File: config.mk
export PLATFORM = sky130hd
export DESIGN_NAME = journal_descriptor_tag_parser_core_flat
export DESIGN_NICKNAME = d
export VERILOG_FILES = /design/src/hw/rtl/jdtp_pkg.sv /design/src/hw/rtl/jdtp_if.sv /design/src/hw/rtl/journal_descriptor_tag_parser_core.sv /design/src/flat_wrapper.sv
export SDC_FILE = /design/constraint.sdc
export NUM_CORES = 1
export LEC_CHECK = 0
export BUFFER_PORTS_ARGS = -buffer_cell sky130_fd_sc_hd__clkbuf_2
export CAP_MARGIN = 20
export CELL_PAD_IN_SITES_DETAIL_PLACEMENT = 0
export CELL_PAD_IN_SITES_GLOBAL_PLACEMENT = 1
export CORE_ASPECT_RATIO = 0.7
export CORE_MARGIN = 2
export CORE_UTILIZATION = 52
export CTS_CLUSTER_DIAMETER = 30
export DETAILED_ROUTE_END_ITERATION = 16
export GPL_ROUTABILITY_DRIVEN = 0
export HOLD_SLACK_MARGIN = 0.1
export PLACE_DENSITY = 0.95
export REMOVE_ABC_BUFFERS = 1
export SYNTH_ARGS = -nofsm -noshare
export SYNTH_HDL_FRONTEND = slang
export SYNTH_SLANG_ARGS = --single-unit
File: constraint.sdc
create_clock -name clk -period 18.2 [get_ports clk]
set_input_delay 4.55 -clock clk [delete_from_list [all_inputs] [get_ports clk]]
set_output_delay 4.55 -clock clk [all_outputs]
set_load 0.02 [all_outputs]
File: src/hw/rtl/jdtp_pkg.sv
// jdtp_pkg: shared types, register indexes and layout constants for the
// journal descriptor tag parser. No dependencies.

package jdtp_pkg;

    // field and register widths
    localparam int BYTE_W      = 8;
    localparam int WORD_W      = 32;
    localparam int FSB_W       = 64;
    localparam int POS_W       = 13;
    localparam int KIND_W      = 3;
    localparam int BLK_CFG_W   = 17;
    localparam int TAG_CFG_W   = 5;
    localparam int CFG_ADDR_W  = 5;

    localparam int DEF_MAX_BLOCK_BYTES = 65536;

    // block layout
    localparam int HEADER_BYTES      = 12;
    localparam int TAIL_BYTES        = 4;
    localparam int UUID_BYTES        = 16;
    localparam int V3_TAG_BYTES      = 16;
    localparam int CLASSIC_TAG_BYTES = 12;
    localparam int SHORT_TAG_BYTES   = 8;
    localparam int MAGIC_END_OFF     = 3;
    localparam int TYPE_END_OFF      = 7;
    localparam int LOW_WORD_END      = 3;
    localparam int FLAGS_END         = 7;
    localparam int HIGH_WORD_END     = 11;

    localparam logic [WORD_W-1:0] SAME_UUID_FLAG = 32'h0000_0002;
    localparam logic [WORD_W-1:0] LAST_TAG_FLAG  = 32'h0000_0008;

    // register reset values
    localparam logic [BLK_CFG_W-1:0] RST_BLOCK_BYTES = 17'd4096;
    localparam logic [TAG_CFG_W-1:0] RST_TAG_BYTES   = 5'd12;
    localparam logic [WORD_W-1:0]    RST_MAGIC       = 32'hC03B_3998;
    localparam logic [WORD_W-1:0]    RST_DESC_TYPE   = 32'h0000_0001;

    // result word queue
    localparam int RES_FIFO_DEPTH = 4;

    typedef enum logic [KIND_W-1:0] {
        KIND_TAG       = 3'd0,
        KIND_DONE      = 3'd1,
        KIND_SMALL     = 3'd2,
        KIND_BAD_MAGIC = 3'd3,
        KIND_NOT_DESC  = 3'd4
    } kind_t;

    typedef enum logic [2:0] {
        REG_BLOCK_BYTES = 3'd0,
        REG_TAG_BYTES   = 3'd1,
        REG_HAS_TAIL    = 3'd2,
        REG_MAGIC       = 3'd3,
        REG_DESC_TYPE   = 3'd4
    } reg_idx_t;

    typedef struct packed {
        kind_t              kind;
        logic [FSB_W-1:0]   fs_block;
        logic [POS_W-1:0]   tag_position;
        logic               last_result;
    } result_t;

endpackage

File: src/hw/rtl/jdtp_if.sv
// jdtp_if: valid/ready channel interfaces for input byte words and result words.
// Depends on jdtp_pkg.

interface jdtp_byte_if;
    import jdtp_pkg::*;

    logic              valid;
    logic              ready;
    logic [BYTE_W-1:0] data_byte;

    modport source (output valid, output data_byte, input ready);
    modport sink   (input valid, input data_byte, output ready);
endinterface

interface jdtp_result_if;
    import jdtp_pkg::*;

    logic              valid;
    logic              ready;
    kind_t             kind;
    logic [FSB_W-1:0]  fs_block;
    logic [POS_W-1:0]  tag_position;
    logic              last_result;

    modport source (output valid, output kind, output fs_block, output tag_position,
                     output last_result, input ready);
    modport sink   (input valid, input kind, input fs_block, input tag_position,
                    input last_result, output ready);
endinterface

File: src/hw/rtl/journal_descriptor_tag_parser_core.sv
// journal_descriptor_tag_parser_core: byte-serial parser for journal descriptor
// blocks with an APB register port. Depends on jdtp_pkg and jdtp_if.
//
// Usage: the bytes of one descriptor block stream in on the bytes channel, one
// word per byte, in block order. Block size, tag size, tail flag, magic and
// type are set over the APB port; the user must set them only while the
// parser is idle, the block does not enforce this. Each accepted byte is
// decoded in the cycle it is accepted and its results (none, one or two) are
// written into a four-entry result queue that drives the results channel. One
// result word comes out per tag taken, plus a done word with the tag count on
// the final byte, or a single error word (block too small, bad magic, not a
// descriptor) after which the rest of the block is absorbed. A result enters
// the queue when its byte is accepted. Throughput: one byte per cycle while
// bytes is ready, set by the combinational offset compare and tag decode;
// bytes is ready whenever the queue has room for two words.
// Stall: when the receiver holds results.ready low the queue fills and bytes
// drops ready; nothing is lost. Reset clears the registers to their defaults,
// empties the queue and starts at offset zero of a new block.

module journal_descriptor_tag_parser_core #(
    parameter int MAX_BLOCK_BYTES = jdtp_pkg::DEF_MAX_BLOCK_BYTES
) (
    input  logic                            clk,
    input  logic                            rst_n,
    jdtp_byte_if.sink                       bytes,
    jdtp_result_if.source                   results,
    input  logic                            psel,
    input  logic                            penable,
    input  logic                            pwrite,
    input  logic [jdtp_pkg::CFG_ADDR_W-1:0] paddr,
    input  logic [jdtp_pkg::WORD_W-1:0]     pwdata,
    output logic [jdtp_pkg::WORD_W-1:0]     prdata,
    output logic                            pready
);
    import jdtp_pkg::*;

    localparam int OFF_W = $clog2(MAX_BLOCK_BYTES + 1);
    localparam int NTO_W = OFF_W + 1;
    localparam int PTR_W = $clog2(RES_FIFO_DEPTH);
    localparam int CNT_W = $clog2(RES_FIFO_DEPTH + 1);

    // configuration registers
    logic [BLK_CFG_W-1:0] block_bytes_reg;
    logic [TAG_CFG_W-1:0] tag_bytes_reg;
    logic                 has_tail_reg;
    logic [WORD_W-1:0]    magic_reg;
    logic [WORD_W-1:0]    desc_type_reg;
    logic                 cfg_wr;

    assign cfg_wr = psel && penable && pwrite;
    assign pready = 1'b1;

    always_ff @(posedge clk or negedge rst_n)
    begin
        if (!rst_n)
        begin
            block_bytes_reg <= RST_BLOCK_BYTES;
            tag_bytes_reg   <= RST_TAG_BYTES;
            has_tail_reg    <= 1'b0;
            magic_reg       <= RST_MAGIC;
            desc_type_reg   <= RST_DESC_TYPE;
        end
        else if (cfg_wr)
        begin
            case (reg_idx_t'(paddr[4:2]))
                REG_BLOCK_BYTES: block_bytes_reg <= pwdata[BLK_CFG_W-1:0];
                REG_TAG_BYTES:   tag_bytes_reg   <= pwdata[TAG_CFG_W-1:0];
                REG_HAS_TAIL:    has_tail_reg    <= pwdata[0];
                REG_MAGIC:       magic_reg       <= pwdata;
                REG_DESC_TYPE:   desc_type_reg   <= pwdata;
                default:         ;
            endcase
        end
    end

    // register readback
    always_comb
    begin
        case (reg_idx_t'(paddr[4:2]))
            REG_BLOCK_BYTES: prdata = WORD_W'(block_bytes_reg);
            REG_TAG_BYTES:   prdata = WORD_W'(tag_bytes_reg);
            REG_HAS_TAIL:    prdata = WORD_W'(has_tail_reg);
            REG_MAGIC:       prdata = magic_reg;
            REG_DESC_TYPE:   prdata = desc_type_reg;
            default:         prdata = '0;
        endcase
    end

    // parser state
    logic [OFF_W-1:0]  offset_reg, offset_next;
    logic [NTO_W-1:0]  nto_reg, nto_next;
    logic              stopped_reg, stopped_next;
    logic              failed_reg, failed_next;
    logic [POS_W-1:0]  tags_reg, tags_next;
    logic [WORD_W-1:0] word_shift_reg, word_shift_next;
    logic [WORD_W-1:0] low_word_reg, low_word_next;
    logic [WORD_W-1:0] flags_reg, flags_next;

    // effective configuration
    logic [NTO_W-1:0] blk_eff;
    logic [NTO_W-1:0] tb;
    logic [NTO_W-1:0] tail;
    logic [NTO_W-1:0] limit;
    logic             is_v3;
    logic             is_short;

    always_comb
    begin
        if (block_bytes_reg == '0)
            blk_eff = NTO_W'(1);
        else if (block_bytes_reg > BLK_CFG_W'(MAX_BLOCK_BYTES))
            blk_eff = NTO_W'(MAX_BLOCK_BYTES);
        else
            blk_eff = NTO_W'(block_bytes_reg);

        is_v3    = (tag_bytes_reg == TAG_CFG_W'(V3_TAG_BYTES));
        is_short = !is_v3 && (tag_bytes_reg <= TAG_CFG_W'(SHORT_TAG_BYTES));
        if (is_v3)
            tb = NTO_W'(V3_TAG_BYTES);
        else if (is_short)
            tb = NTO_W'(SHORT_TAG_BYTES);
        else
            tb = NTO_W'(CLASSIC_TAG_BYTES);

        tail  = has_tail_reg ? NTO_W'(TAIL_BYTES) : '0;
        limit = (blk_eff > tail) ? (blk_eff - tail) : '0;
    end

    // byte decode
    logic             acc;
    logic [NTO_W-1:0] off_ext;
    logic [NTO_W-1:0] rel;
    logic             final_byte;
    logic             too_small, bad_magic, bad_type, err_now;
    logic             in_tag, at_low, at_flags, emit, done;
    logic [WORD_W-1:0] flags_now;
    logic [NTO_W-1:0] stride;
    logic [POS_W-1:0] pos_inc;
    logic [POS_W-1:0] tags_after;
    kind_t            err_kind;
    result_t          res_a, res_b;
    logic             push_a, push_b;

    assign acc     = bytes.valid && bytes.ready;
    assign off_ext = NTO_W'(offset_reg);
    assign rel     = off_ext - nto_reg;

    always_comb
    begin
        word_shift_next = {word_shift_reg[WORD_W-BYTE_W-1:0], bytes.data_byte};
        final_byte      = (off_ext + NTO_W'(1)) >= blk_eff;

        too_small = (offset_reg == '0) && (blk_eff < NTO_W'(HEADER_BYTES) + tb);
        bad_magic = (offset_reg == OFF_W'(MAGIC_END_OFF)) && (word_shift_next != magic_reg);
        bad_type  = (offset_reg == OFF_W'(TYPE_END_OFF)) && (word_shift_next != desc_type_reg);
        err_now   = !failed_reg && (too_small || bad_magic || bad_type);

        if (too_small)
            err_kind = KIND_SMALL;
        else if (bad_magic)
            err_kind = KIND_BAD_MAGIC;
        else
            err_kind = KIND_NOT_DESC;

        in_tag   = !failed_reg && !err_now && !stopped_reg && (off_ext >= nto_reg)
                   && ((nto_reg + tb) <= limit);
        at_low   = in_tag && (rel == NTO_W'(LOW_WORD_END));
        at_flags = in_tag && (rel == NTO_W'(FLAGS_END));
        emit     = in_tag && (rel == (is_short ? NTO_W'(FLAGS_END) : NTO_W'(HIGH_WORD_END)));

        // flags word seen by this byte, including one that completes here
        if (at_flags)
            flags_now = is_v3 ? word_shift_next : {16'h0000, word_shift_next[15:0]};
        else
            flags_now = flags_reg;

        stride     = tb + (((flags_now & SAME_UUID_FLAG) != '0) ? '0 : NTO_W'(UUID_BYTES));
        pos_inc    = tags_reg + POS_W'(1);
        tags_after = emit ? pos_inc : tags_reg;
        done       = final_byte && !failed_reg && !err_now;

        // first and second result words of this byte
        res_b.kind         = KIND_DONE;
        res_b.fs_block     = '0;
        res_b.tag_position = tags_after;
        res_b.last_result  = 1'b1;
        if (err_now)
        begin
            res_a.kind         = err_kind;
            res_a.fs_block     = '0;
            res_a.tag_position = '0;
            res_a.last_result  = 1'b1;
        end
        else if (emit)
        begin
            res_a.kind         = KIND_TAG;
            res_a.fs_block     = {(is_short ? '0 : word_shift_next), low_word_reg};
            res_a.tag_position = pos_inc;
            res_a.last_result  = 1'b0;
        end
        else
        begin
            res_a = res_b;
        end

        push_a = acc && (err_now || emit || done);
        push_b = acc && emit && done;
    end

    // next parser state
    always_comb
    begin
        offset_next   = offset_reg;
        nto_next      = nto_reg;
        stopped_next  = stopped_reg;
        failed_next   = failed_reg;
        tags_next     = tags_reg;
        low_word_next = low_word_reg;
        flags_next    = flags_reg;
        if (final_byte)
        begin
            offset_next   = '0;
            nto_next      = NTO_W'(HEADER_BYTES);
            stopped_next  = 1'b0;
            failed_next   = 1'b0;
            tags_next     = '0;
            low_word_next = '0;
            flags_next    = '0;
        end
        else
        begin
            offset_next = OFF_W'(off_ext + NTO_W'(1));
            failed_next = failed_reg || err_now;
            if (at_low)
                low_word_next = word_shift_next;
            if (at_flags)
                flags_next = flags_now;
            if (emit)
            begin
                tags_next = pos_inc;
                if ((flags_now & LAST_TAG_FLAG) != '0)
                    stopped_next = 1'b1;
                else
                    nto_next = nto_reg + stride;
            end
        end
    end

    always_ff @(posedge clk or negedge rst_n)
    begin
        if (!rst_n)
        begin
            offset_reg     <= '0;
            nto_reg        <= NTO_W'(HEADER_BYTES);
            stopped_reg    <= 1'b0;
            failed_reg     <= 1'b0;
            tags_reg       <= '0;
            word_shift_reg <= '0;
            low_word_reg   <= '0;
            flags_reg      <= '0;
        end
        else if (acc)
        begin
            offset_reg     <= offset_next;
            nto_reg        <= nto_next;
            stopped_reg    <= stopped_next;
            failed_reg     <= failed_next;
            tags_reg       <= tags_next;
            word_shift_reg <= final_byte ? '0 : word_shift_next;
            low_word_reg   <= low_word_next;
            flags_reg      <= flags_next;
        end
    end

    // result queue
    result_t           q_mem_reg [RES_FIFO_DEPTH];
    logic [PTR_W-1:0]  wr_ptr_reg, wr_ptr_next;
    logic [PTR_W-1:0]  rd_ptr_reg, rd_ptr_next;
    logic [CNT_W-1:0]  count_reg, count_next;
    logic              pop;
    result_t           head;

    assign pop         = results.valid && results.ready;
    assign bytes.ready = count_reg <= CNT_W'(RES_FIFO_DEPTH - 2);

    always_comb
    begin
        wr_ptr_next = wr_ptr_reg + PTR_W'(push_a) + PTR_W'(push_b);
        rd_ptr_next = rd_ptr_reg + PTR_W'(pop);
        count_next  = count_reg + CNT_W'(push_a) + CNT_W'(push_b) - CNT_W'(pop);
    end

    always_ff @(posedge clk)
    begin
        if (push_a)
            q_mem_reg[wr_ptr_reg] <= res_a;
        if (push_b)
            q_mem_reg[wr_ptr_reg + PTR_W'(1)] <= res_b;
    end

    always_ff @(posedge clk or negedge rst_n)
    begin
        if (!rst_n)
        begin
            wr_ptr_reg <= '0;
            rd_ptr_reg <= '0;
            count_reg  <= '0;
        end
        else
        begin
            wr_ptr_reg <= wr_ptr_next;
            rd_ptr_reg <= rd_ptr_next;
            count_reg  <= count_next;
        end
    end

    // output word from queue head
    assign head                 = q_mem_reg[rd_ptr_reg];
    assign results.valid        = count_reg != '0;
    assign results.kind         = head.kind;
    assign results.fs_block     = head.fs_block;
    assign results.tag_position = head.tag_position;
    assign results.last_result  = head.last_result;

    // checks
    a_count_bound: assert property (@(posedge clk) disable iff (!rst_n)
        count_reg <= CNT_W'(RES_FIFO_DEPTH))
        else $error("result queue overflow");

    a_final_rewinds: assert property (@(posedge clk) disable iff (!rst_n)
        acc && final_byte |=> offset_reg == '0 && tags_reg == '0)
        else $error("block end did not rewind parser");

    a_err_is_last: assert property (@(posedge clk) disable iff (!rst_n)
        results.valid && results.kind != KIND_TAG && results.kind != KIND_DONE
        |-> results.last_result)
        else $error("error word not marked last");

    a_tag_not_last: assert property (@(posedge clk) disable iff (!rst_n)
        results.valid && results.kind == KIND_TAG |-> !results.last_result)
        else $error("tag word marked last");

    a_no_tag_after_fail: assert property (@(posedge clk) disable iff (!rst_n)
        failed_reg |-> !emit && !done)
        else $error("output after block error");
endmodule

File: src/flat_wrapper.sv
// flat-port wrapper written by rule: the top's interface ports become plain ports
module journal_descriptor_tag_parser_core_flat import jdtp_pkg::*;
#(
    parameter int MAX_BLOCK_BYTES = jdtp_pkg::DEF_MAX_BLOCK_BYTES
)
  (clk, rst_n, psel, penable, pwrite, paddr, pwdata, prdata, pready, bytes_valid, bytes_data_byte, bytes_ready, results_valid, results_kind, results_fs_block, results_tag_position, results_last_result, results_ready);
  jdtp_byte_if bytes_i ();
  jdtp_result_if results_i ();
  input  logic clk;
  input  logic rst_n;
  input  logic psel;
  input  logic penable;
  input  logic pwrite;
  input  logic [jdtp_pkg::CFG_ADDR_W-1:0] paddr;
  input  logic [jdtp_pkg::WORD_W-1:0] pwdata;
  output logic [jdtp_pkg::WORD_W-1:0] prdata;
  output logic pready;
  input wire logic [$bits(bytes_i.valid)-1:0] bytes_valid;
  input wire logic [$bits(bytes_i.data_byte)-1:0] bytes_data_byte;
  output wire logic [$bits(bytes_i.ready)-1:0] bytes_ready;
  output wire logic [$bits(results_i.valid)-1:0] results_valid;
  output wire logic [$bits(results_i.kind)-1:0] results_kind;
  output wire logic [$bits(results_i.fs_block)-1:0] results_fs_block;
  output wire logic [$bits(results_i.tag_position)-1:0] results_tag_position;
  output wire logic [$bits(results_i.last_result)-1:0] results_last_result;
  input wire logic [$bits(results_i.ready)-1:0] results_ready;
  assign bytes_i.valid = bytes_valid;
  assign bytes_i.data_byte = bytes_data_byte;
  assign bytes_ready = bytes_i.ready;
  assign results_valid = results_i.valid;
  assign results_kind = results_i.kind;
  assign results_fs_block = results_i.fs_block;
  assign results_tag_position = results_i.tag_position;
  assign results_last_result = results_i.last_result;
  assign results_i.ready = results_ready;
  journal_descriptor_tag_parser_core #(.MAX_BLOCK_BYTES(MAX_BLOCK_BYTES)) u_core (.clk(clk), .rst_n(rst_n), .bytes(bytes_i), .results(results_i), .psel(psel), .penable(penable), .pwrite(pwrite), .paddr(paddr), .pwdata(pwdata), .prdata(prdata), .pready(pready));
endmodule
After elaboration in Yosys (flattened, before gate mapping)
Memory sizes are Yosys's and may differ from the RTL's.
Cells that the tools add are included.
- register bits after elaboration: 232
- memory bits (writable): 324
- input port bits: 52
- output and inout port bits: 116
- memories kept: 1
- memories (name ; depth ; width ; read ports ; clocked after memory_dff ; wr ports ; RTL line ; source):
    u_core.q_mem_reg ; 4 ; 81 ; 1 ; 0 ; 2 ; journal_descriptor_tag_parser_core.sv:276 ; result_t q_mem_reg [RES_FIFO_DEPTH];
- $add $sub $neg: 15
- $lt $le $gt $ge: 8
- eq/ne operators: 13
- multiplexer cells: 35
- reductions and logical operators: 47
- operators by type and width (kind ; number):
    two-way mux 32 bit ; 7
    case mux 32 bit (5 select lines) ; 1
    two-way mux 18 bit ; 6
    two-way mux 81 bit ; 1
    two-way mux 79 bit ; 1
    inequality test 32 bit ; 2
    adder 18 bit ; 3
    logical NOT 17 bit ; 2
    two-way mux 17 bit ; 2
    two-way mux 13 bit ; 2
    two-way mux 24 bit ; 1
    logical AND 1 bit ; 21
    adder 17 x 1 -> 18 bit, second input constant ; 1
    adder 4 x 18 -> 18 bit, first input constant ; 1
    equality test 18 bit ; 1
    equality test 18 x 2 -> 1 bit, second input constant ; 1
    equality test 18 x 3 -> 1 bit, second input constant ; 1
    greater-or-equal comparator 17 x 18 -> 1 bit ; 1
    greater-or-equal comparator 18 bit ; 1
    greater-than comparator 18 bit ; 1
    less-or-equal comparator 18 bit ; 1
    < comparator 18 bit ; 1
    subtractor 17 x 18 -> 18 bit ; 1
    subtractor 18 bit ; 1
    other kinds (26) ; 57

Depth between registers and ports, before layout
- depth after elaboration: 24
- gate-level depth with buffers: 27

Worst setup path before layout
OpenSTA, ideal clock, no wires.
- path kind: input -> output
- from: in paddr[2] in the netlist's numbering
- to: out prdata[10] in the netlist's numbering
- arrival time: 5.884 ns
- required time: 13.650 ns
- setup slack: 7.766 ns
- stages: 5
- buffers on the path: 2
- path through: clkbuf_1 > nor2_1 > clkbuf_1 > a22oi_1 > o21ai_0
- cells in the longest elaborated chain, start to end: 2
- ends and longest elaborated chain (element ; RTL line ; source):
    start: declaration ; flat_wrapper.sv:14 ; input logic [jdtp_pkg::CFG_ADDR_W-1:0] paddr;
    equality test 3 bit (tied with other cells) ; journal_descriptor_tag_parser_core.sv:79 ; case (reg_idx_t'(paddr[4:2]))
    case mux 32 bit (5 select lines) (*) ; journal_descriptor_tag_parser_core.sv:79 ;
    end: declaration ; flat_wrapper.sv:16 ; output logic [jdtp_pkg::WORD_W-1:0] prdata;
Every way passes the cells marked *; elsewhere a longest branch is shown, timed or not.

Final worst setup path
- from: in paddr[2] in the netlist's numbering
- to: out prdata[2] in the netlist's numbering
Same word-level chain as after synthesis.

==> impl_metrics.py <==
metrics = {
    "grt": {
        "grt_antenna_before_repair": 6,
        "grtUsageTotal": 0.307,
        "grt_pass1_vias": 21800,
        "grt_max_degree": 84,
        "grt_pass1_wl_mm": 123,
        "gr-total-overflow": 0,
    },
    "critical_path": {
        "crit_end": "prdata[2]",
        "reg2regPathDepth": 24,
        "cp-startpoint": "paddr[2]",
        "cp-start-kind": "input port",
        "cp.arrival_ns": 6.55,
        "cp_data_required_time_ns": 13.65,
        "critPathKind": "in2out",
        "cp-end-kind": "output pin",
        "worst-path-max-fanout": 16,
        "r2r_start": "u_core.tag_bytes_reg[1]$_DFFE_PN0P_",
        "rr_endpoint": "u_core.nto_reg[12]$_DFFE_PN0P_",
        "r2r_setup_slack_ns": 10.26,
    },
    "synthesis": {
        "synth_common_cells": "nor2_1, dfxtp_1, a22oi_1, nand2_1, dfrtp_1",
        "synthCells": 2554,
        "ys.flop_type": "dfxtp_1",
        "ys_warn_count": 0,
        "synth-seq-area-share": 0.464,
        "synth_top_area_share": 0.210,
        "ys_ff_latch": 524,
        "syn-cell-area_um2": 25900,
        "avgSynthCellArea_um2": 10.2,
        "synth_area_leaders": "dfxtp_1, dfrtp_1, a22oi_1",
        "ys_types": 81,
        "synth_edf_count": 52,
        "synth_top_cell_by_area": "dfxtp_1",
        "yosysMostFrequentCell": "nor2_1",
        "synth-async-reset-ratio": 0.382,
    },
    "power_and_ir_drop": {
        "internal_power_mw": 2.56,
        "p_per_area_nw_per_um2": 132,
        "seqPwrFrac": 0.371,
        "switching_share": 0.346,
        "ir_drop_mv": 0.106,
        "p_switching_mw": 1.35,
        "p_total_mw": 3.92,
        "power_frac_comb": 0.248,
        "clock_power_share": 0.380,
        "p_leak_nw": 12.5,
    },
    "route": {
        "avgRoutedWirePerCell_um": 23.8,
        "wl_mm": 80.5,
        "vias": 21900,
        "drc": 0,
        "routed_via_density": 6.49,
        "antenna_left": 0,
        "drt_iter0_markers": 2443,
        "detail_route.first_pass.iterations": 6,
    },
    "die": {
        "chipHeight_um": 191,
        "num_rows": 68,
        "die_w_um": 271,
        "core_um2": 49300,
        "initial_utilization": 0.527,
        "die_area_um2": 51700,
        "io_pins": 168,
    },
    "place": {
        "place_inst": 3230,
        "dp_hpwl_mm": 50.2,
        "io_buffers": 164,
    },
    "sta": {
        "worst_pin_slew_ns": 1.13,
        "period_minus_slack_ns": 11.10,
        "slew_headroom": 0.247,
        "slew_viol_final": 0,
        "setup_viol": 0,
        "fin_worst_skew_ns": 0.0311,
        "final_hold_viol_count": 0,
        "rsz0062_at_grt": "false",
        "holdWs_ns": 0.464,
        "period_share": 0.610,
        "tns_ns": 0,
        "max_freq_mhz": 90.1,
    },
    "final_layout": {
        "final_util": 0.603,
        "multi_input_area_um2": 13000,
        "fillers": 3896,
        "fin_nets": 2770,
        "largest_reg_flops": 324,
        "regArea_um2": 12000,
        "final_cells": 3379,
        "drive_gt1_frac": 0.207,
        "area_growth_syn_to_layout_pct": 14.5,
    },
    "clock_tree": {
        "clkLatencyLatePin_ns": 0.61,
        "root_buffer": "clkbuf_16",
        "cts_resized": 0,
        "cts_num_sinks": 524,
        "cts_tree": "yes",
        "cts_max_path_buffers": 3,
        "cts_setup_buffers": 0,
        "hold_buffers": 0,
        "h-tree-depth": 3,
        "cts.clk_slew.worst_paths_ns": 0.06,
        "cts_made_buffers": 79,
    },
    "hold_path": {
        "hp-class": "reg2reg",
        "hp-start": "u_core.q_mem_reg[2][79]$_SDFFE_PP0P_",
    },
    "run_status": {
        "status": "finished, final reports clean",
    },
    "run": {
        "drv_cap": 0,
    },
}
[layer usage]
| layer | vias to the layer above | share of wire | GRT usage |
|---|---|---|---|
| met1 | 11000 | 0.40 | 0.419 |
| met5 | - | 0.00070 | 0 |
| met3 | 204 | 0.11 | 0.0743 |
| met4 | 8 | 0.031 | 0.115 |
| li1 | 9483 | - | - |
| met2 | 1276 | 0.45 | 0.474 |
[power by group through the flow]
stage	clock network, mW	logic, mW	registers, mW
floorplan	0	0.630	1.45
global placement	0	0.920	1.46
detailed placement	0	0.948	1.47
CTS	1.50	0.961	1.45
global route	1.55	1.05	1.47
finish	1.49	0.973	1.46
[worst min-delay path by stage]
stage,slack (ns),end,cells after the start
2_1_floorplan,0.43,u_core.q_mem_reg[2][78]$_SDFFE_PP1P_,1
6_report,0.46,u_core.q_mem_reg[2][79]$_SDFFE_PP0P_,2
4_1_cts,0.46,u_core.q_mem_reg[2][79]$_SDFFE_PP0P_,2
5_1_grt,0.49,u_core.q_mem_reg[2][79]$_SDFFE_PP0P_,2
3_5_place_dp,0.45,u_core.q_mem_reg[2][79]$_SDFFE_PP0P_,2
3_3_place_gp,0.44,u_core.q_mem_reg[2][80]$_SDFFE_PP0P_,2
[placed cells by master (no fill, tap or decap), types with 8 or more instances in the layout]
cell / instances
mux2_2: 87
nor2_1: 373
xnor2_1: 65
mux4_2: 82
a21oi_1: 43
o21ai_0: 135
nor4_1: 16
xor2_1: 58
edfxtp_1: 52
a22oi_1: 268
nor2b_1: 40
clkbuf_1: 9
or3_1: 15
a21o_1: 15
inv_6: 20
nand2_1: 189
a22o_1: 17
or4_1: 9
dfstp_2: 20
a31oi_1: 11
clkbuf_8: 9
o31ai_1: 9
nand2b_1: 10
nor3_4: 8
clkbuf_16: 80
inv_1: 41
nand4_1: 36
clkinv_4: 11
ha_1: 65
nand3_1: 78
and3_1: 13
clkbuf_2: 163
and2_1: 13
buf_4: 31
mux2i_1: 19
nor3_1: 25
dfxtp_1: 272
dfrtp_1: 178
[cell families after synthesis]
logic type	after synthesis	share of synthesized area
xor+xnor	123	0.0415
other cells	2	0.000290
compound gates	560	0.147
buf+inv	225	0.0411
flops	524	0.464
fa+ha+maj	71	0.0360
simple gates	861	0.154
mux	188	0.116
[layout make-up]
class,count,area share
tap,665,0.0280
timing repair buffer,196,0.0367
multi-input combinational,1805,0.436
clock inverter,47,0.0161
inverter,41,0.00518
sequential,524,0.405
clock buffer,97,0.0722
antenna,4,0.000337
[critical path, cell delays in order]
cell and delay [ns]:
clkbuf_2 0.27, and2_1 0.67, a21oi_1 0.14, o21ai_0 0.63
clkbuf_2 0.29
[per-stage QoR]
stage	setup slack, ns	area (um2)
finish	7.10	29700
global route	6.98	29700
CTS	7.19	29700
detailed placement	7.21	27000
global placement	7.22	27000
floorplan	7.60	25000
Power figures use the tool's default switching activity.
